### src/rtl/core/whhc_pkg.sv
// ----------------------------------------------------------------------------
// whhc_pkg
// Types, widths and threshold tables for the water heater hysteresis control.
// ----------------------------------------------------------------------------
`default_nettype none

package whhc_pkg;

  localparam int unsigned TempW    = 12;
  localparam int unsigned WaitW    = 3;
  localparam int unsigned HoldW    = 9;
  localparam int unsigned LevelW   = 2;
  localparam int unsigned AltW     = 2;
  localparam int unsigned CfgIdxW  = 1;
  localparam int unsigned CfgDataW = 2;
  localparam int unsigned InDataW  = 24;
  localparam int unsigned OutDataW = 8;

  localparam logic [CfgIdxW-1:0] RegHeatingEnable = 1'd0;
  localparam logic [CfgIdxW-1:0] RegAltitudeLevel = 1'd1;

  localparam logic [LevelW-1:0] LevelLow = 2'd0;

  localparam logic signed [TempW-1:0] ProtectTemp = 12'sd980;

  typedef logic signed [TempW-1:0] temp_t;

  typedef struct packed {
    logic [1:0]        pad;
    logic              sleep_saving;
    logic              unused_saving;
    logic              cleaning_active;
    logic              sterilizing;
    logic              hot_fault;
    logic              lock_all;
    logic              cover_open;
    logic [LevelW-1:0] room_level;
    logic              hot_tank_full;
    temp_t             water_temp;
  } in_beat_t;

  typedef struct packed {
    logic [4:0] pad;
    logic       heat_permitted;
    logic       holdoff_active;
    logic       heater_on;
  } out_beat_t;

  typedef struct packed {
    temp_t on_t;
    temp_t off_t;
  } thresh_t;

  function automatic thresh_t pick_thresh(input logic unused_sv, input logic sleep_sv,
                                          input logic [AltW-1:0] alt);
    thresh_t t;
    t.on_t  = 12'sd880;
    t.off_t = 12'sd930;
    if (unused_sv) begin
      t.on_t = 12'sd600;
      case (alt)
        2'd1:    t.off_t = 12'sd800;
        2'd2:    t.off_t = 12'sd760;
        default: t.off_t = 12'sd850;
      endcase
    end else if (sleep_sv) begin
      case (alt)
        2'd1:    begin t.on_t = 12'sd770; t.off_t = 12'sd880; end
        2'd2:    begin t.on_t = 12'sd770; t.off_t = 12'sd840; end
        default: begin t.on_t = 12'sd800; t.off_t = 12'sd930; end
      endcase
    end else begin
      case (alt)
        2'd1:    begin t.on_t = 12'sd830; t.off_t = 12'sd880; end
        2'd2:    begin t.on_t = 12'sd800; t.off_t = 12'sd840; end
        default: begin t.on_t = 12'sd880; t.off_t = 12'sd930; end
      endcase
    end
    return t;
  endfunction

endpackage

`default_nettype wire

### src/rtl/core/water_heater_hysteresis_control.sv
// ----------------------------------------------------------------------------
// water_heater_hysteresis_control
// Per-tick heater decision: start-up wait, cover-open hold-off, permit checks
// and altitude-dependent hysteresis with a 98.0 C cut-off.
// ----------------------------------------------------------------------------
// One input beat is one one-second tick; each tick yields exactly one output
// beat. A beat is captured in an input register and evaluated into the output
// register once that register is free, and a new tick is taken every cycle
// while the output side keeps up. The input register frees as soon as its
// beat moves to the output register, so a waiting result does not block the
// next tick from entering. Temperatures are signed tenths of a degree C.
// Write the configuration registers only while no tick is in flight.
`default_nettype none

module water_heater_hysteresis_control #(
  parameter int unsigned STARTUP_TICKS = 5,
  parameter int unsigned HOLDOFF_TICKS = 300
) (
  input  wire logic                              clk_i,
  input  wire logic                              rst_ni,
  input  wire logic                              cfg_we_i,
  input  wire logic [whhc_pkg::CfgIdxW-1:0]      cfg_idx_i,
  input  wire logic [whhc_pkg::CfgDataW-1:0]     cfg_data_i,
  input  wire logic                              s_axis_tvalid,
  output      logic                              s_axis_tready,
  // water_temp[11:0], hot_tank_full, room_level[1:0], cover_open, lock_all,
  // hot_fault, sterilizing, cleaning_active, unused_saving, sleep_saving, zero pad
  input  wire logic [whhc_pkg::InDataW-1:0]      s_axis_tdata,
  output      logic                              m_axis_tvalid,
  input  wire logic                              m_axis_tready,
  // heater_on, holdoff_active, heat_permitted, zero pad
  output      logic [whhc_pkg::OutDataW-1:0]     m_axis_tdata
);
  import whhc_pkg::*;

  localparam logic [WaitW-1:0] StartupInit = WaitW'(STARTUP_TICKS);
  localparam logic [HoldW-1:0] HoldoffInit = HoldW'(HOLDOFF_TICKS);

  logic                 heat_en_q;
  logic [AltW-1:0]      alt_q;
  logic                 in_valid_q;
  in_beat_t             in_q;
  logic                 out_valid_q;
  out_beat_t            out_q, out_d;
  logic [WaitW-1:0]     wait_q, wait_d;
  logic [HoldW-1:0]     hold_q, hold_d;
  logic [LevelW-1:0]    prev_lvl_q;
  logic                 heater_q, heater_d;
  logic                 advance;
  logic                 in_take;
  logic [AltW-1:0]      alt_eff;
  logic [HoldW-1:0]     hold_cur;
  logic                 permit;
  thresh_t              thr;

  assign advance       = in_valid_q && (!out_valid_q || m_axis_tready);
  assign s_axis_tready = !in_valid_q || advance;
  assign in_take       = s_axis_tvalid && s_axis_tready;
  assign m_axis_tvalid = out_valid_q;
  assign m_axis_tdata  = out_q;

  assign alt_eff = (alt_q == 2'd3) ? 2'd0 : alt_q;
  assign thr     = pick_thresh(in_q.unused_saving, in_q.sleep_saving, alt_eff);

  always_comb begin
    wait_d   = (wait_q != '0) ? wait_q - 1'b1 : wait_q;
    hold_cur = (in_q.cover_open && prev_lvl_q == LevelLow && in_q.room_level != LevelLow)
               ? HoldoffInit : hold_q;
    hold_d   = hold_cur;
    heater_d = heater_q;
    permit   = 1'b0;
    out_d    = '0;
    if (hold_cur != '0) begin
      hold_d   = hold_cur - 1'b1;
      heater_d = 1'b0;
      out_d.holdoff_active = 1'b1;
    end else begin
      permit = (wait_d == '0) && heat_en_q && in_q.hot_tank_full && !in_q.lock_all &&
               !in_q.hot_fault && !in_q.sterilizing && !in_q.cleaning_active;
      if (!permit) begin
        heater_d = 1'b0;
      end else begin
        if (heater_q) begin
          if (in_q.water_temp >= thr.off_t) heater_d = 1'b0;
        end else begin
          if (in_q.water_temp <= thr.on_t) heater_d = 1'b1;
        end
        if (in_q.water_temp >= ProtectTemp) heater_d = 1'b0;
      end
    end
    out_d.heat_permitted = permit;
    out_d.heater_on      = heater_d;
  end

  always_ff @(posedge clk_i or negedge rst_ni) begin
    if (!rst_ni) begin
      heat_en_q <= 1'b1;
      alt_q     <= '0;
    end else if (cfg_we_i) begin
      case (cfg_idx_i)
        RegHeatingEnable: heat_en_q <= cfg_data_i[0];
        RegAltitudeLevel: alt_q     <= cfg_data_i;
        default: ;
      endcase
    end
  end

  always_ff @(posedge clk_i or negedge rst_ni) begin
    if (!rst_ni) begin
      in_valid_q  <= 1'b0;
      out_valid_q <= 1'b0;
      wait_q      <= StartupInit;
      hold_q      <= '0;
      prev_lvl_q  <= LevelLow;
      heater_q    <= 1'b0;
    end else begin
      if (in_take) begin
        in_valid_q <= 1'b1;
      end else if (advance) begin
        in_valid_q <= 1'b0;
      end
      if (advance) begin
        out_valid_q <= 1'b1;
        wait_q      <= wait_d;
        hold_q      <= hold_d;
        prev_lvl_q  <= in_q.room_level;
        heater_q    <= heater_d;
      end else if (m_axis_tready) begin
        out_valid_q <= 1'b0;
      end
    end
  end

  always_ff @(posedge clk_i) begin
    if (in_take) in_q  <= s_axis_tdata;
    if (advance) out_q <= out_d;
  end

`ifndef SYNTH
  a_hold_blocks : assert property (@(posedge clk_i) disable iff (!rst_ni)
    out_valid_q && out_q.holdoff_active |-> !out_q.heater_on && !out_q.heat_permitted)
    else $error("hold-off beat shows heater on or permit");

  a_out_matches_state : assert property (@(posedge clk_i) disable iff (!rst_ni)
    out_valid_q |-> out_q.heater_on == heater_q)
    else $error("output heater bit differs from heater state");

  a_heater_only_on_advance : assert property (@(posedge clk_i) disable iff (!rst_ni)
    !advance |=> $stable(heater_q) && $stable(hold_q) && $stable(wait_q))
    else $error("state moved without a tick");

  a_wait_never_grows : assert property (@(posedge clk_i) disable iff (!rst_ni)
    advance |=> wait_q <= $past(wait_q))
    else $error("start-up wait increased");
`endif

endmodule

`default_nettype wire

### config.mk
export PLATFORM = sky130hd
export DESIGN_NAME = water_heater_hysteresis_control
export DESIGN_NICKNAME = d
export VERILOG_FILES = /design/src/rtl/core/whhc_pkg.sv /design/src/rtl/core/water_heater_hysteresis_control.sv
export SDC_FILE = /design/constraint.sdc
export NUM_CORES = 1
export LEC_CHECK = 0
export ABC_AREA = 1
export BUFFER_PORTS_ARGS = -buffer_cell sky130_fd_sc_hd__buf_2
export CAP_MARGIN = 20
export CORE_UTILIZATION = 53
export CTS_BUF_LIST = sky130_fd_sc_hd__clkbuf_4 sky130_fd_sc_hd__clkbuf_8
export CTS_CLUSTER_DIAMETER = 100
export CTS_CLUSTER_SIZE = 12
export DETAILED_ROUTE_END_ITERATION = 8
export GPL_TIMING_DRIVEN = 0
export PLACE_DENSITY = 0.79
export SLEW_MARGIN = 20
export SYNTH_ARGS = -nofsm -noshare
export SYNTH_HDL_FRONTEND = slang
export SYNTH_SLANG_ARGS = --single-unit
### constraint.sdc
create_clock -name clk_i -period 1.9 [get_ports clk_i]
set_input_delay 0.19 -clock clk_i [delete_from_list [all_inputs] [get_ports clk_i]]
set_output_delay 0.19 -clock clk_i [all_outputs]
set_load 0.02 [all_outputs]
# After elaboration in Yosys (flattened, before gate mapping)
# Index checks and enable logic that the tools add are counted.
[word_totals]
regBits = 45
output_inout_bits = 10
word_cells = 77
[op_classes]
add_sub_neg = 2
magnitude_cmp = 3
n_eq_ne = 3
mux = 20
bitwise_logic = 1
n_reduce_logical = 27
[op_table]
columns = ["cell", "count"]
rows = [
  ["$mux W24", 2],
  ["$pmux W19 S2", 1],
  ["$pmux W18 S2", 1],
  ["$mux W9", 2],
  ["$pmux W9 S2", 1],
  ["$ge A12 B11 Y1 const B", 1],
  ["$ge A12 B12 Y1", 1],
  ["$le A12 B12 Y1", 1],
  ["$mux W1", 11],
  ["$logic_and A1 B1 Y1", 10],
  ["$reduce_bool A9 Y1", 1],
  ["$sub A9 B1 Y9 const B", 1],
  ["$logic_not A1 Y1", 6],
  ["$reduce_bool A2 Y1", 3],
  ["$eq A2 B2 Y1 const B", 2],
  ["$reduce_and A2 Y1", 2],
  ["$logic_not A3 Y1", 1],
  ["$mux W3", 1],
  ["$reduce_bool A3 Y1", 1],
  ["$sub A3 B1 Y3 const B", 1],
  ["$eq A2 B1 Y1 const B", 1],
  ["$logic_not A2 Y1", 1],
  ["$logic_or A1 B1 Y1", 2],
  ["$mux W2", 1],
  ["$not A1 Y1", 1],
]

# Longest topological paths before layout
[logic_depth]
ltp_word = 12
ltp_mapped = 17
mapped_depth_nobuf = 17

# Worst setup path before layout
# OpenSTA, ideal clock, no wires.
[synth_path]
kind = "reg-to-reg"
from = "register alt_q[0]"
to = "register out_q (netlist bit m_axis_tdata[0]), data pin"
setup_time_ns = 0.253
arrival_time_ns = 1.802
required_ns = 1.647
setup_slack_ns = -0.156
stages_incl_launch_ff = 17
path_cell_list = "dfrtp_1 -> inv_1 -> ha_1 -> nand2_1 -> o21ai_0 -> ha_1 -> nand2_1 -> inv_1 -> nand2_1 -> nor2_1 -> nand2_1 -> nand3_1 -> nand2_1 -> nand2_1 -> nand2_1 -> nand3_1 -> inv_1"
[synth_between]
elab_chain_cells = 12
word_cells_on_any_way = 17
classes_between = "order compare (2); eq/ne (3); mux (12)"
[synth_lines]
columns = ["element", "line_no", "source"]
rows = [
  ["start: declaration", "water_heater_hysteresis_control.sv:40", "logic [AltW-1:0] alt_q;"],
  ["start signal: assignment", "water_heater_hysteresis_control.sv:102", "RegAltitudeLevel: alt_q <= cfg_data_i;"],
  ["$eq A2 B2 Y1", "water_heater_hysteresis_control.sv:62", "assign alt_eff = (alt_q == 2'd3) ? 2'd0 : alt_q;"],
  ["$mux W2 (*)", "water_heater_hysteresis_control.sv:62", ""],
  ["$eq A2 B2 Y1 or $eq A2 B1 Y1 (tied branches)", "whhc_pkg.sv:61, whhc_pkg.sv:67, whhc_pkg.sv:73", ""],
  ["$pmux W19 S2 or $pmux W18 S2 (tied branches)", "whhc_pkg.sv:73, whhc_pkg.sv:67", ""],
  ["$mux W24", "whhc_pkg.sv:66", "end else if (sleep_sv) begin"],
  ["$mux W24 (*)", "whhc_pkg.sv:59", "if (unused_sv) begin"],
  ["$le A12 B12 Y1 or $ge A12 B12 Y1 (tied branches)", "water_heater_hysteresis_control.sv:86, water_heater_hysteresis_control.sv:84", ""],
  ["$mux W1, on equally long branches", "water_heater_hysteresis_control.sv:86, water_heater_hysteresis_control.sv:84", ""],
  ["$mux W1 (*)", "water_heater_hysteresis_control.sv:83", "if (heater_q) begin"],
  ["$mux W1 (*)", "water_heater_hysteresis_control.sv:88", "if (in_q.water_temp >= ProtectTemp) heater_d = 1'b0;"],
  ["$mux W1 (*)", "water_heater_hysteresis_control.sv:80", "if (!permit) begin"],
  ["$mux W1 (*)", "water_heater_hysteresis_control.sv:73", "if (hold_cur != '0) begin"],
  ["via heater_d", "water_heater_hysteresis_control.sv:48", "logic heater_q, heater_d;"],
  ["end signal: assignment", "water_heater_hysteresis_control.sv:136", "if (advance) out_q <= out_d;"],
  ["end: declaration", "water_heater_hysteresis_control.sv:44", "out_beat_t out_q, out_d;"],
]
# Mark *: on every way through the listed nets, which the timed path passes. The rest lies on a longest branch.
# A chain may end at the register's enable or synchronous reset.

# Worst setup path in the final report
# Ends and elaborated chain as after synthesis.

==> flow_summary.toml <==
[status]
status = "finished, violations left"
violations = "negative setup slack"

[setup_path]
cp-start-kind = "flip-flop"
criticalPathCategory = "flip-flop to flip-flop"
crit_family = "simple AND/OR/NAND/NOR gates"
worstPathCellList = "inv_2 > ha_4 > nand2_2 > o21ai_2 > ha_1 > nand2_1 > inv_1 > nand2_1 > nor2_2 > nand2_1 > nand3_2 > nand2_1 > nand2_1 > nand2_1 > nand3_2 > inv_1"
path_buf_inv = 3
reg2reg_setup_slack_ns = -0.17
crit_top_cell = "nand2_1"
end_kind = "flip-flop"
worstPathMaxFanout = 7
worstPathRequired_ns = 1.96
arrival_ns = 2.13
cpPeakStageDelay_ns = 0.43
cp_slowest_cell = "dfrtp_2"

[placed_design]
hpwl_um = 3300
gp_congestion = 0.834
dpl.cell_count = 363
portBuffers = 34
placed_cell_area_sq_um = 2790

[synthesis]
syn_area_sq_um = 2520
synth_edf_count = 25
ys_ff_latch = 45
synth_top_cell_area_share_pct = 29.8
ys_types = 33
ys_warn_count = 0
yosysMostFrequentCell = "nand2_1"
synth.avg_cell_area_sq_um = 9.22
synth_commonest_cells = "nand2_1 (63), inv_1 (41), edfxtp_1 (25)"
synth_top_area_cell = "edfxtp_1"
seq_area_frac_synth_pct = 49.9
synthTopCellsByArea = "edfxtp_1 (30%), dfrtp_1 (17%), ha_1 (10%), nand2_1 (9.4%), inv_1 (6.1%)"
synthArstFlopShare_pct = 44.4
synth_ff_type = "edfxtp_1"
synth_cells = 273

[floorplanning]
die-area_sq_um = 5030
fp.dieW_um = 70.9
initial_core_util_pct = 56.3
core_area_sq_um = 4470
io_pins = 42
die_h_um = 70.9
rows = 24

[run]
cap_viol_max_count = 0

[sta]
fin_ws_ns = -0.172
hold_violations = 0
layout_min_cycle_time_ns = 2.07
rsz0062_at_grt = "yes"
min_period_over_period_pct = 109
skew_ns = 0.00925
setup_violations = 2
worst_pin_slew_ns = 0.863
report.final.slew_viol_count = 0
relSlewSlack_pct = 42.4
fmax_mhz = 483

[layout]
area_growth_pct = 22.8
n_antenna_cell = 0
final_area_sq_um = 3090
fin_nets = 383
fin_cells = 383
layout-drive-gt1-share_pct = 32.0
fin_util_pct = 69.1
fill_cells = 338

[detailed_routing]
avgViaCountPerCell = 5.02
post-route-drc-count = 0
antenna_left = 0
wire_per_inst_um = 12.0
num_vias = 1921
drt-initial-drc-count = 73
route.final.wire_length_um = 4610
drtPass1Iterations = 6

[clock_tree]
clk_pin_slew_ns = 0.09
clk_latency_ns = 0.30
cts_tree = "done"
cts_made_buffers = 5
cts_root_buffer = "clkbuf_8"
clock_path_buffers = 2
h-tree-depth = 2
clkSinkCount = 45

[grt]
grt_pass1_vias = 1855
antenna_found_initial = 0
grt_start_max_net_pins = 23
overflow = 0
grt_pass1_wl_um = 7710
grt_use_total_pct = 20.0

[worst_hold_path]
worstHoldPathType = "primary input to flip-flop"

[power]
vdd_drop_max_mv = 0.504
power_density_nw_per_um2 = 946
p_leak_nw = 1.50
finalPower_mw = 2.93
what timing repair did:
item                                    CTS  global route
hold endpoints to repair                 17             0
gates resized for setup                  13            15
endpoints found under the setup margin    7            11
hold buffers                              1             0
pin swaps                                10            15
buffers inserted                          9             3
through the flow:
stage	hold slack [ns]	setup TNS, ns	setup WS, ns
2_1_floorplan	-0.106	-0.00514	-0.00514
3_3_place_gp	0.165	-0.319	-0.175
3_5_place_dp	0.167	-0.513	-0.221
4_1_cts	0.0527	-0.233	-0.175
5_1_grt	0.0471	-0.519	-0.288
6_report	0.0565	-0.227	-0.172
per-layer routing:
metal	up-vias	global-route usage, %	wire length, um
met5	-	0	0
met1	895	22.7	1990
li1	975	-	-
met2	42	35.8	2370
met3	9	4.42	151
met4	0	9.33	96
flip-flops by register name, indices dropped and copies added, names as in the netlist:
signal         cells
alt_q              2
hold_q             9
m_axis_tvalid      1
in_q              22
wait_q             3
prev_lvl_q         2
heater_q           1
in_valid_q         1
heat_en_q          1
m_axis_tdata       3
worst register-to-register path, cell delays in order, from the launching register on:
cell and delay [ns]:
dfrtp_2 0.43, inv_2 0.07, ha_4 0.23, nand2_2 0.07
o21ai_2 0.06, ha_1 0.29, nand2_1 0.05, inv_1 0.05
nand2_1 0.05, nor2_2 0.13, nand2_1 0.07, nand3_2 0.06
nand2_1 0.04, nand2_1 0.06, nand2_1 0.06, nand3_2 0.07
inv_1 0.05
cell type report:
class / instances / area, sq um / share of cell area [%]
Buffer: 7 / 45.0 / 1.46
Clock buffer: 6 / 76.3 / 2.47
Clock inverter: 2 / 38.8 / 1.26
Inverter: 47 / 176 / 5.71
Multi-Input combinational cell: 177 / 1160 / 37.6
Sequential cell: 45 / 1260 / 40.6
Tap cell: 52 / 65.1 / 2.11
Timing Repair Buffer: 47 / 270 / 8.74
cell usage in the layout, fill, tap and decap left out, types with 5 or more instances in the layout:
master     n
nand2_2    5
nor2_1    20
buf_2     34
dfrtp_1   16
inv_2      8
xor2_1     5
clkbuf_8   5
edfxtp_1  25
inv_1     37
nand2_1   57
nand3_1    6
conb_1     5
nor2_2     8
buf_4     17
a21oi_1   10
o21ai_0    8
ha_1      16
cells by family after synthesis:
family | share of synthesized area (%)
AO/OA/AOI/OAI | 6.26
XOR/XNOR | 2.44
adder cells (fa/ha/maj) | 10.4
AND/OR/NAND/NOR | 21.9
buffers and inverters | 8.95
flip-flops | 49.9
other | 0.149
report_power, final:
group	switching, mW	total [mW]	internal, mW
logic	0.524	0.879	0.356
clock network	0.322	0.731	0.409
registers	0.111	1.31	1.20
total	0.957	2.93	1.97
path summary, 6_finish.rpt:
path,startpoint,end,cells past startpoint
max reg2reg,alt_q[0]$_DFFE_PN0P_,m_axis_tdata[0]$_DFFE_PP_,16
min,s_axis_tdata[6],in_q[6]$_DFFE_PP_,1
max in group asynchronous,rst_ni,wait_q[2]$_DFFE_PN1P_,2
max,alt_q[0]$_DFFE_PN0P_,m_axis_tdata[0]$_DFFE_PP_,16
min in group asynchronous,rst_ni,hold_q[8]$_DFFE_PN0P_,2
min reg2reg,prev_lvl_q[1]$_DFFE_PN0P_,prev_lvl_q[1]$_DFFE_PN0P_,2
(Power assumes the default switching activity.)
